==> src/hdl/ppm_p6_pkg.sv <==
// Package: request types, codes and character constants for the P6 stream parser.
package ppm_p6_pkg;

  // One input request: a file byte or an end-of-file mark.
  typedef struct packed {
    logic [7:0] data_byte;
    logic       end_of_file;
  } in_req_t;

  // One result request.
  typedef struct packed {
    logic [1:0]  kind;
    logic [7:0]  sample;
    logic        last;
    logic [14:0] image_width;
    logic [14:0] image_height;
    logic        wide_samples;
    logic [1:0]  error_code;
  } out_req_t;

  // Result kinds.
  localparam logic [1:0] KIND_HEADER = 2'd0;
  localparam logic [1:0] KIND_PIXEL  = 2'd1;
  localparam logic [1:0] KIND_ERROR  = 2'd2;

  // Error codes.
  localparam logic [1:0] ERR_BAD_MAGIC    = 2'd0;
  localparam logic [1:0] ERR_BAD_NUMBER   = 2'd1;
  localparam logic [1:0] ERR_SHORT_HEADER = 2'd2;
  localparam logic [1:0] ERR_SHORT_PIXELS = 2'd3;

  // Parser phases.
  typedef enum logic [1:0] {
    PH_MAGIC  = 2'd0,
    PH_HEADER = 2'd1,
    PH_PIXELS = 2'd2,
    PH_IDLE   = 2'd3
  } phase_t;

  // Progress through the magic token.
  typedef enum logic [1:0] {
    MG_NONE     = 2'd0,
    MG_SAW_P    = 2'd1,
    MG_SAW_P6   = 2'd2,
    MG_MISMATCH = 2'd3
  } magic_t;

  // Header number being parsed.
  typedef enum logic [1:0] {
    HF_WIDTH  = 2'd0,
    HF_HEIGHT = 2'd1,
    HF_MAXVAL = 2'd2
  } field_t;

  // Number accumulator; the saturation value also marks a non-digit.
  localparam int unsigned ACC_W = 17;
  localparam logic [ACC_W-1:0] ACC_SAT = 17'h1FFFF;
  localparam logic [ACC_W-1:0] MAXVAL_LIMIT = 17'd65535;
  localparam logic [ACC_W-1:0] NARROW_MAXVAL = 17'd255;

  // Characters.
  localparam logic [7:0] CH_P    = 8'h50;
  localparam logic [7:0] CH_6    = 8'h36;
  localparam logic [7:0] CH_0    = 8'h30;
  localparam logic [7:0] CH_9    = 8'h39;
  localparam logic [7:0] CH_HASH = 8'h23;
  localparam logic [7:0] CH_LF   = 8'h0A;
  localparam logic [7:0] CH_TAB  = 8'h09;
  localparam logic [7:0] CH_CR   = 8'h0D;
  localparam logic [7:0] CH_SP   = 8'h20;

endpackage

==> src/hdl/ppm_p6_stream_parser.sv <==
// Top level: byte-stream parser for binary PPM (P6) headers and pixel data.
// A result appears in the output register in the cycle after its byte is accepted.
// Throughput: one byte per cycle; a waiting result that is not taken holds off the input,
// and a new byte is taken in the same cycle as the waiting result leaves.
// The image size product goes through one registered multiplier that settles between
// the height token and the end of the maxval token.
// Reset (synchronous, rst_n low): parser awaits the magic token, output register empty.
module ppm_p6_stream_parser #(
  parameter int unsigned MAX_DIM = 16384
) (
  input  logic               clk,
  input  logic               rst_n,
  input  logic               in_valid,
  output logic               in_ready,
  input  ppm_p6_pkg::in_req_t  in_data,
  output logic               out_valid,
  input  logic               out_ready,
  output ppm_p6_pkg::out_req_t out_data
);

  localparam int unsigned DIM_W = $clog2(MAX_DIM + 1);
  localparam int unsigned PROD_W = 2 * DIM_W;
  localparam int unsigned SL_W = PROD_W + 2;
  localparam int unsigned ACC_W = ppm_p6_pkg::ACC_W;
  localparam logic [ACC_W-1:0] DIM_LIMIT = ACC_W'(MAX_DIM);

  // State registers.
  ppm_p6_pkg::phase_t phase_r, phase_nxt;
  ppm_p6_pkg::magic_t magic_r, magic_nxt;
  ppm_p6_pkg::field_t field_r, field_nxt;
  logic               in_comment_r, in_comment_nxt;
  logic [ACC_W-1:0]   acc_r, acc_nxt;
  logic               digits_seen_r, digits_seen_nxt;
  logic [DIM_W-1:0]   width_r, width_nxt;
  logic [DIM_W-1:0]   height_r, height_nxt;
  logic               wide_r, wide_nxt;
  logic [SL_W-1:0]    samples_left_r, samples_left_nxt;
  logic               byte_in_pair_r, byte_in_pair_nxt;
  logic [PROD_W-1:0]  prod_r;

  // Output register.
  logic                 out_valid_r, out_valid_nxt;
  ppm_p6_pkg::out_req_t out_data_r, out_data_nxt;

  logic             in_fire;
  logic [7:0]       b;
  logic             is_ws;
  logic             is_digit;
  logic [20:0]      acc_x10;
  logic [ACC_W-1:0] acc_fed;
  logic [ACC_W-1:0] limit;
  logic             number_ok;
  logic [SL_W-1:0]  samples_total;
  logic [SL_W-1:0]  samples_dec;
  logic [31:0]      width_ext;
  logic [31:0]      height_ext;

  assign in_ready  = !out_valid_r || out_ready;
  assign in_fire   = in_valid && in_ready;
  assign out_valid = out_valid_r;
  assign out_data  = out_data_r;

  // Byte classification.
  assign b        = in_data.data_byte;
  assign is_ws    = (b == ppm_p6_pkg::CH_SP) ||
                    ((b >= ppm_p6_pkg::CH_TAB) && (b <= ppm_p6_pkg::CH_CR));
  assign is_digit = (b >= ppm_p6_pkg::CH_0) && (b <= ppm_p6_pkg::CH_9);

  // Saturating decimal accumulate of one digit.
  assign acc_x10 = {1'b0, acc_r, 3'b000} + {3'b000, acc_r, 1'b0} + 21'(b - ppm_p6_pkg::CH_0);
  always_comb begin
    if (!is_digit) begin
      acc_fed = ppm_p6_pkg::ACC_SAT;
    end else if (acc_r == ppm_p6_pkg::ACC_SAT) begin
      acc_fed = acc_r;
    end else if (acc_x10 > 21'(ppm_p6_pkg::ACC_SAT)) begin
      acc_fed = ppm_p6_pkg::ACC_SAT;
    end else begin
      acc_fed = acc_x10[ACC_W-1:0];
    end
  end

  // Range check of the finished number.
  assign limit     = (field_r == ppm_p6_pkg::HF_MAXVAL) ? ppm_p6_pkg::MAXVAL_LIMIT : DIM_LIMIT;
  assign number_ok = (acc_r != '0) && (acc_r <= limit);

  // Sample count: the product register settles before maxval can end.
  assign samples_total = {1'b0, prod_r, 1'b0} + {2'b00, prod_r};
  assign samples_dec   = (samples_left_r != '0) ? samples_left_r - SL_W'(1) : samples_left_r;

  assign width_ext  = 32'(width_r);
  assign height_ext = 32'(height_r);

  // Next state and result.
  always_comb begin
    phase_nxt        = phase_r;
    magic_nxt        = magic_r;
    field_nxt        = field_r;
    in_comment_nxt   = in_comment_r;
    acc_nxt          = acc_r;
    digits_seen_nxt  = digits_seen_r;
    width_nxt        = width_r;
    height_nxt       = height_r;
    wide_nxt         = wide_r;
    samples_left_nxt = samples_left_r;
    byte_in_pair_nxt = byte_in_pair_r;
    out_valid_nxt    = out_valid_r && !out_ready;
    out_data_nxt     = out_data_r;

    if (in_fire) begin
      out_data_nxt = '0;
      if (in_data.end_of_file) begin
        // End of file: report what is missing, then start over.
        out_data_nxt.kind = ppm_p6_pkg::KIND_ERROR;
        out_valid_nxt     = 1'b1;
        case (phase_r)
          ppm_p6_pkg::PH_MAGIC: begin
            out_data_nxt.error_code = (digits_seen_r && magic_r != ppm_p6_pkg::MG_SAW_P6) ?
                                      ppm_p6_pkg::ERR_BAD_MAGIC : ppm_p6_pkg::ERR_SHORT_HEADER;
          end
          ppm_p6_pkg::PH_HEADER: begin
            if (digits_seen_r && !number_ok) begin
              out_data_nxt.error_code = ppm_p6_pkg::ERR_BAD_NUMBER;
            end else if (digits_seen_r && field_r == ppm_p6_pkg::HF_MAXVAL) begin
              out_data_nxt.error_code = ppm_p6_pkg::ERR_SHORT_PIXELS;
            end else begin
              out_data_nxt.error_code = ppm_p6_pkg::ERR_SHORT_HEADER;
            end
          end
          ppm_p6_pkg::PH_PIXELS: begin
            out_data_nxt.error_code = ppm_p6_pkg::ERR_SHORT_PIXELS;
            out_valid_nxt = (samples_left_r != '0) || byte_in_pair_r;
          end
          default: begin
            out_valid_nxt = 1'b0;
          end
        endcase
        phase_nxt        = ppm_p6_pkg::PH_MAGIC;
        magic_nxt        = ppm_p6_pkg::MG_NONE;
        field_nxt        = ppm_p6_pkg::HF_WIDTH;
        in_comment_nxt   = 1'b0;
        acc_nxt          = '0;
        digits_seen_nxt  = 1'b0;
        width_nxt        = '0;
        height_nxt       = '0;
        wide_nxt         = 1'b0;
        samples_left_nxt = '0;
        byte_in_pair_nxt = 1'b0;
      end else if (phase_r == ppm_p6_pkg::PH_IDLE) begin
        out_valid_nxt = 1'b0;
      end else if (phase_r == ppm_p6_pkg::PH_PIXELS) begin
        // Pixel data: pass samples, drop the low byte of wide pairs.
        if (wide_r && byte_in_pair_r) begin
          out_valid_nxt    = 1'b0;
          byte_in_pair_nxt = 1'b0;
          if (samples_left_r == '0) begin
            phase_nxt = ppm_p6_pkg::PH_IDLE;
          end
        end else begin
          samples_left_nxt = samples_dec;
          if (wide_r) begin
            byte_in_pair_nxt = 1'b1;
          end else if (samples_dec == '0) begin
            phase_nxt = ppm_p6_pkg::PH_IDLE;
          end
          out_valid_nxt       = 1'b1;
          out_data_nxt.kind   = ppm_p6_pkg::KIND_PIXEL;
          out_data_nxt.sample = b;
          out_data_nxt.last   = (samples_dec == '0);
        end
      end else if (in_comment_r) begin
        // Comment runs up to and including the line feed.
        out_valid_nxt = 1'b0;
        if (b == ppm_p6_pkg::CH_LF) begin
          in_comment_nxt = 1'b0;
        end
      end else if (!digits_seen_r) begin
        // Between tokens: skip whitespace, open comments, start a token.
        out_valid_nxt = 1'b0;
        if (b == ppm_p6_pkg::CH_HASH) begin
          in_comment_nxt = 1'b1;
        end else if (!is_ws) begin
          digits_seen_nxt = 1'b1;
          if (phase_r == ppm_p6_pkg::PH_MAGIC) begin
            magic_nxt = (b == ppm_p6_pkg::CH_P) && (magic_r == ppm_p6_pkg::MG_NONE) ?
                        ppm_p6_pkg::MG_SAW_P : ppm_p6_pkg::MG_MISMATCH;
          end else begin
            acc_nxt = acc_fed;
          end
        end
      end else if (is_ws || b == ppm_p6_pkg::CH_HASH) begin
        // Token end.
        out_valid_nxt   = 1'b0;
        digits_seen_nxt = 1'b0;
        if (phase_r == ppm_p6_pkg::PH_MAGIC) begin
          if (magic_r == ppm_p6_pkg::MG_SAW_P6) begin
            phase_nxt = ppm_p6_pkg::PH_HEADER;
            field_nxt = ppm_p6_pkg::HF_WIDTH;
            acc_nxt   = '0;
          end else begin
            phase_nxt               = ppm_p6_pkg::PH_IDLE;
            out_valid_nxt           = 1'b1;
            out_data_nxt.kind       = ppm_p6_pkg::KIND_ERROR;
            out_data_nxt.error_code = ppm_p6_pkg::ERR_BAD_MAGIC;
          end
        end else if (!number_ok) begin
          phase_nxt               = ppm_p6_pkg::PH_IDLE;
          out_valid_nxt           = 1'b1;
          out_data_nxt.kind       = ppm_p6_pkg::KIND_ERROR;
          out_data_nxt.error_code = ppm_p6_pkg::ERR_BAD_NUMBER;
        end else begin
          acc_nxt = '0;
          case (field_r)
            ppm_p6_pkg::HF_WIDTH: begin
              width_nxt = acc_r[DIM_W-1:0];
              field_nxt = ppm_p6_pkg::HF_HEIGHT;
            end
            ppm_p6_pkg::HF_HEIGHT: begin
              height_nxt = acc_r[DIM_W-1:0];
              field_nxt  = ppm_p6_pkg::HF_MAXVAL;
            end
            default: begin
              wide_nxt                  = (acc_r > ppm_p6_pkg::NARROW_MAXVAL);
              samples_left_nxt          = samples_total;
              byte_in_pair_nxt          = 1'b0;
              phase_nxt                 = ppm_p6_pkg::PH_PIXELS;
              out_valid_nxt             = 1'b1;
              out_data_nxt.kind         = ppm_p6_pkg::KIND_HEADER;
              out_data_nxt.image_width  = width_ext[14:0];
              out_data_nxt.image_height = height_ext[14:0];
              out_data_nxt.wide_samples = (acc_r > ppm_p6_pkg::NARROW_MAXVAL);
            end
          endcase
        end
      end else begin
        // Inside a token.
        out_valid_nxt = 1'b0;
        if (phase_r == ppm_p6_pkg::PH_MAGIC) begin
          magic_nxt = (b == ppm_p6_pkg::CH_6) && (magic_r == ppm_p6_pkg::MG_SAW_P) ?
                      ppm_p6_pkg::MG_SAW_P6 : ppm_p6_pkg::MG_MISMATCH;
        end else begin
          acc_nxt = acc_fed;
        end
      end
    end
  end

  // Control state.
  always_ff @(posedge clk) begin
    if (!rst_n) begin
      phase_r        <= ppm_p6_pkg::PH_MAGIC;
      magic_r        <= ppm_p6_pkg::MG_NONE;
      field_r        <= ppm_p6_pkg::HF_WIDTH;
      in_comment_r   <= 1'b0;
      acc_r          <= '0;
      digits_seen_r  <= 1'b0;
      width_r        <= '0;
      height_r       <= '0;
      wide_r         <= 1'b0;
      samples_left_r <= '0;
      byte_in_pair_r <= 1'b0;
      out_valid_r    <= 1'b0;
    end else begin
      phase_r        <= phase_nxt;
      magic_r        <= magic_nxt;
      field_r        <= field_nxt;
      in_comment_r   <= in_comment_nxt;
      acc_r          <= acc_nxt;
      digits_seen_r  <= digits_seen_nxt;
      width_r        <= width_nxt;
      height_r       <= height_nxt;
      wide_r         <= wide_nxt;
      samples_left_r <= samples_left_nxt;
      byte_in_pair_r <= byte_in_pair_nxt;
      out_valid_r    <= out_valid_nxt;
    end
  end

  // Payload registers: result and the image size product.
  always_ff @(posedge clk) begin
    out_data_r <= out_data_nxt;
    prod_r     <= PROD_W'(width_r) * PROD_W'(height_r);
  end

  // A byte taken while idle produces no result.
  assert property (@(posedge clk) disable iff (!rst_n)
    in_fire && !in_data.end_of_file && phase_r == ppm_p6_pkg::PH_IDLE |=> !out_valid_r)
    else $error("result produced while idle");

  // The last flag only marks pixel samples.
  assert property (@(posedge clk) disable iff (!rst_n)
    out_valid_r && out_data_r.last |-> out_data_r.kind == ppm_p6_pkg::KIND_PIXEL)
    else $error("last flag on a non-pixel result");

  // Pixel phase awaiting a new sample always has samples left.
  assert property (@(posedge clk) disable iff (!rst_n)
    phase_r == ppm_p6_pkg::PH_PIXELS && !byte_in_pair_r |-> samples_left_r != '0)
    else $error("pixel phase with no samples left");

  // A header result always carries nonzero dimensions.
  assert property (@(posedge clk) disable iff (!rst_n)
    in_fire && phase_nxt == ppm_p6_pkg::PH_PIXELS && phase_r == ppm_p6_pkg::PH_HEADER
    |-> width_r != '0 && height_r != '0)
    else $error("header accepted with zero dimension");

endmodule

==> config.mk <==
export PLATFORM = sky130hd
export DESIGN_NAME = ppm_p6_stream_parser
export DESIGN_NICKNAME = d
export VERILOG_FILES = /design/src/hdl/ppm_p6_pkg.sv /design/src/hdl/ppm_p6_stream_parser.sv
export SDC_FILE = /design/constraint.sdc
export NUM_CORES = 1
export LEC_CHECK = 0
export BUFFER_PORTS_ARGS = -buffer_cell sky130_fd_sc_hd__buf_2
export CORE_ASPECT_RATIO = 1.25
export CORE_MARGIN = 2
export CORE_UTILIZATION = 40
export DETAILED_ROUTE_END_ITERATION = 8
export PLACE_DENSITY = 0.65
export SYNTH_ARGS = -nofsm -noshare
export SYNTH_HDL_FRONTEND = slang
export SYNTH_SLANG_ARGS = --single-unit
==> constraint.sdc <==
create_clock -name clk -period 15.16 [get_ports clk]
set_clock_uncertainty 0.05 [all_clocks]
set_input_delay 1.516 -clock clk [delete_from_list [all_inputs] [get_ports clk]]
set_output_delay 1.516 -clock clk [all_outputs]
set_load 0.02 [all_outputs]
==> metrics.md <==
| Metric | Value |
|---|---|
| RSZ-0062 raised after global routing | `no` |
| Main synth FF type | `dfxtp_1` |
| Clock sink count | `164` |
| Hold WC Path Type | `register to register` |
| Synthesized netlist cell count | `2077` |
| Power Density | `~52 nW/um2` |
| Vias | `15000` |
| CP top delay family | `adder cells` |
| Tcrit/Tclk final | `between 40% and 50%` |
| Final Hold Viols | `0` |
| Seq cells post-synth | `roughly 160` |
| CTS tree | `yes` |
| Final setup viols | `0` |
| Critical Path Source Type | `register` |
| Initial Util | `around 40%` |
| Actual slew at the worst max-slew pin | `roughly 1.2 ns` |
| Core ar. | `roughly 45000 um2` |
| # resized after CTS | `0` |
| Final Util | `43.3%` |
| Worst-path clk slew | `about 0.070 ns` |
| Num ports | `59` |
| Synth Area in XOR/XNOR | `around 3.1%` |
| Final Critical Period | `6.69 ns` |
| Worst path buffer plus inverter count | `3` |
| Avg Cell Area, Syn | `roughly 8.8 um2` |
| First-pass GRT wire length | `slightly below 80000 um` |
| Routed length per instance | `approximately 18 um` |
| Crit Path Category | `register to register` |
| Number of global-route vias before repair | `~15000` |
| Top cell by count, worst path | `fa_1` |
| Root Buffer Master | `clkbuf_16` |
| CTS buffer count | `17` |
| # port buffers | `just under 60` |
| Clock buffer depth | `2` |
| H-Tree Depth | `4` |
| Share of the synthesized area in the top cell type | `20.2%` |
| CP max-delay cell | `dfxtp_1` |
| Crit. End Element | `register` |
| Hpwl dp | `roughly 37000 um` |
| Cell taking the most area after synthesis | `fa_1` |
| Crit-path max FO | `17` |
| Syn Nets | `2442` |
| Post-route ant nets | `0` |
| Multiplexer area fraction after synthesis | `1.92%` |
| # rows | `87` |
| Fmax | `roughly 150 MHz` |
| Initial antenna violation count | `0` |
| Worst-path cell chain | `nand2_1, fa_1, inv_1, fa_1, fa_1, fa_1, fa_1, inv_1, fa_1, inv_1, ha_1, nand3_1, or4_1, nand2_1, nor2_1, o31ai_1, a211oi_1, a21oi_1, xnor2_1` |
| Pin count of the biggest net entering global routing | `57` |
| Status | `complete, no violations` |
| Clk_lat worst skew | `between 0.4 and 0.5 ns` |
| Async set-or-reset flop fraction in the synthesized netlist | `0%` |
| Fin. max-slew vios | `0` |
| DRC viols | `0` |
| Area grow syn2layout | `6.87%` |
| # hold bufs at CTS | `0` |
| Syn Std Cell Area | `18300 um2` |
| Max-cap check violation count | `0` |
| Crit-path max cell delay | `~0.76 ns` |
| Worst slew margin | `a little over a fifth` |
| Main combinational cell family by area after synthesis | `adder cells` |
| Final Total Pwr | `between 1000 and 1500 uW` |
| GRT Util Overall | `20.9%` |
| Largest cells by area after synthesis | `fa_1 (20%), dfxtp_1 (13%), ha_1 (12%), edfxtp_1 (7.2%), and2_1 (4.9%)` |
| Total gr overflow | `0` |
| Sum Neg Setup Slack | `0 ns` |
| Yosys cell types | `between 90 and 100` |
| Sequential area share after synthesis | `slightly above 20%` |
| LEAKAGE | `0.00915 uW` |
| Fin nets | `2439` |
| EDFF count, synth | `44` |
| Synth Area in Compound Gates | `~14%` |
| Top-count cell post-synth | `inv_1` |
| DIE WIDTH | `195 um` |
| Ant diodes | `0` |
| Die Span Y | `between 200 and 250 um` |
| Post-Synth Simple-Gate Area | `21.6%` |
| Commonest cells in the synthesized netlist | `inv_1 (230), nand2_1 (205), fa_1 (184)` |
| Drt first pass iters | `7` |
| Share of cells above drive strength 1 | `7.81%` |
| Setup bufs post-CTS | `0` |
| Initial DRC count | `931` |
| Peak supply drop | `~0.083 mV` |
| Worst path required time | `~15 ns` |
| Vias per cell | `approximately 5.6` |
| Post-Route WL | `about 48000 um` |
| Adder-Cell Fraction of Synth Area | `between 30% and 40%` |
| Yosys Warn Count | `0` |
| GP Congestion | `0.895` |
| Die ar. | `47400 um2` |
| Data arrival, critical path | `between 6 and 7 ns` |
[tightest hold or removal path, stage by stage, from the launching register on]
cell and delay, ns:
dfxtp_1 0.34, nand2_1 0.07, a21oi_1 0.06
[layout by cell type, fill, tap and decap left out, types with 21 or more instances in the layout]
| master | instances |
|---|---|
| ha_1 | 168 |
| o21ai_0 | 71 |
| mux2i_1 | 35 |
| nor2b_1 | 28 |
| nor2_1 | 150 |
| xor2_1 | 26 |
| inv_1 | 229 |
| nor3_1 | 43 |
| and2_1 | 143 |
| xnor2_1 | 39 |
| a211oi_1 | 23 |
| nand2_1 | 205 |
| nor4_1 | 21 |
| nand3_1 | 37 |
| dfxtp_1 | 120 |
| a21oi_1 | 113 |
| a21o_1 | 32 |
| nand4_1 | 21 |
| buf_2 | 58 |
| fa_1 | 184 |
| edfxtp_1 | 44 |
[report_power, final]
| part | internal [uW] | leakage (uW) | switching [uW] |
|---|---|---|---|
| Combinational | 38.2 | 0.00746 | 80.9 |
| Clock | 232 | 0.000279 | 198 |
| Sequential | 458 | 0.00142 | 8.36 |
| Total | 728 | 0.00915 | 287 |
[worst paths after layout]
kind | start | endpoint | slack, ns | cells past startpoint
max | width_r[3]$_SDFFE_PN0P_ | prod_r[29]$_DFF_P_ | 8.47 | 19
min | field_r[0]$_SDFFE_PN0P_ | field_r[0]$_SDFFE_PN0P_ | 0.46 | 2
max reg2reg | width_r[3]$_SDFFE_PN0P_ | prod_r[29]$_DFF_P_ | 8.47 | 19
min reg2reg | field_r[0]$_SDFFE_PN0P_ | field_r[0]$_SDFFE_PN0P_ | 0.46 | 2
[flip-flops by register name (all words and copies together) (netlist names)]
name,cells
byte_in_pair_r,1
out_valid,1
samples_left_r,32
field_r,2
height_r,15
width_r,15
prod_r,30
acc_r,17
in_comment_r,1
digits_seen_r,1
out_data,44
wide_r,1
magic_r,2
phase_r,2
[cells by family (layout without fill, tap and decap cells)]
group | count (synthesis) | count (layout)
AOI/OAI and AO/OA | 385 | 385
DFF | 164 | 164
buffers and inverters | 320 | 330
and+or+nand+nor | 755 | 755
muxes | 35 | 35
adders and majority gates | 353 | 353
xor gates and xnor gates | 65 | 65
[area by class of cell]
class,instances,area [um2]
multi-input combinational,1593,13300
inverter,231,867
fill,4436,25600
clock buffer,18,439
tap,578,723
timing repair buffer,67,358
clock inverter,14,126
sequential,164,3720
[routing by layer]
layer / up-vias / global-route usage [%] / share of wire (%)
met3: 82 / 3.27 / 5.1
met4: 0 / 6.53 / 2.6
met5: - / 0 / 0
met1: 7411 / 26.2 / 43
li1: 7077 / - / -
met2: 425 / 36.7 / 50
[per-stage QoR]
step	instances	setup WS [ns]	area (um2)	hold slack [ns]
global route	2665	8.16	19500	0.500
global placement	2633	8.59	18900	0.434
floorplan	2077	9.17	18300	0.409
finish	2665	8.47	19500	0.463
CTS	2665	8.52	19500	0.466
detailed placement	2633	8.50	18900	0.452
Power figures use the tool's default switching activity.
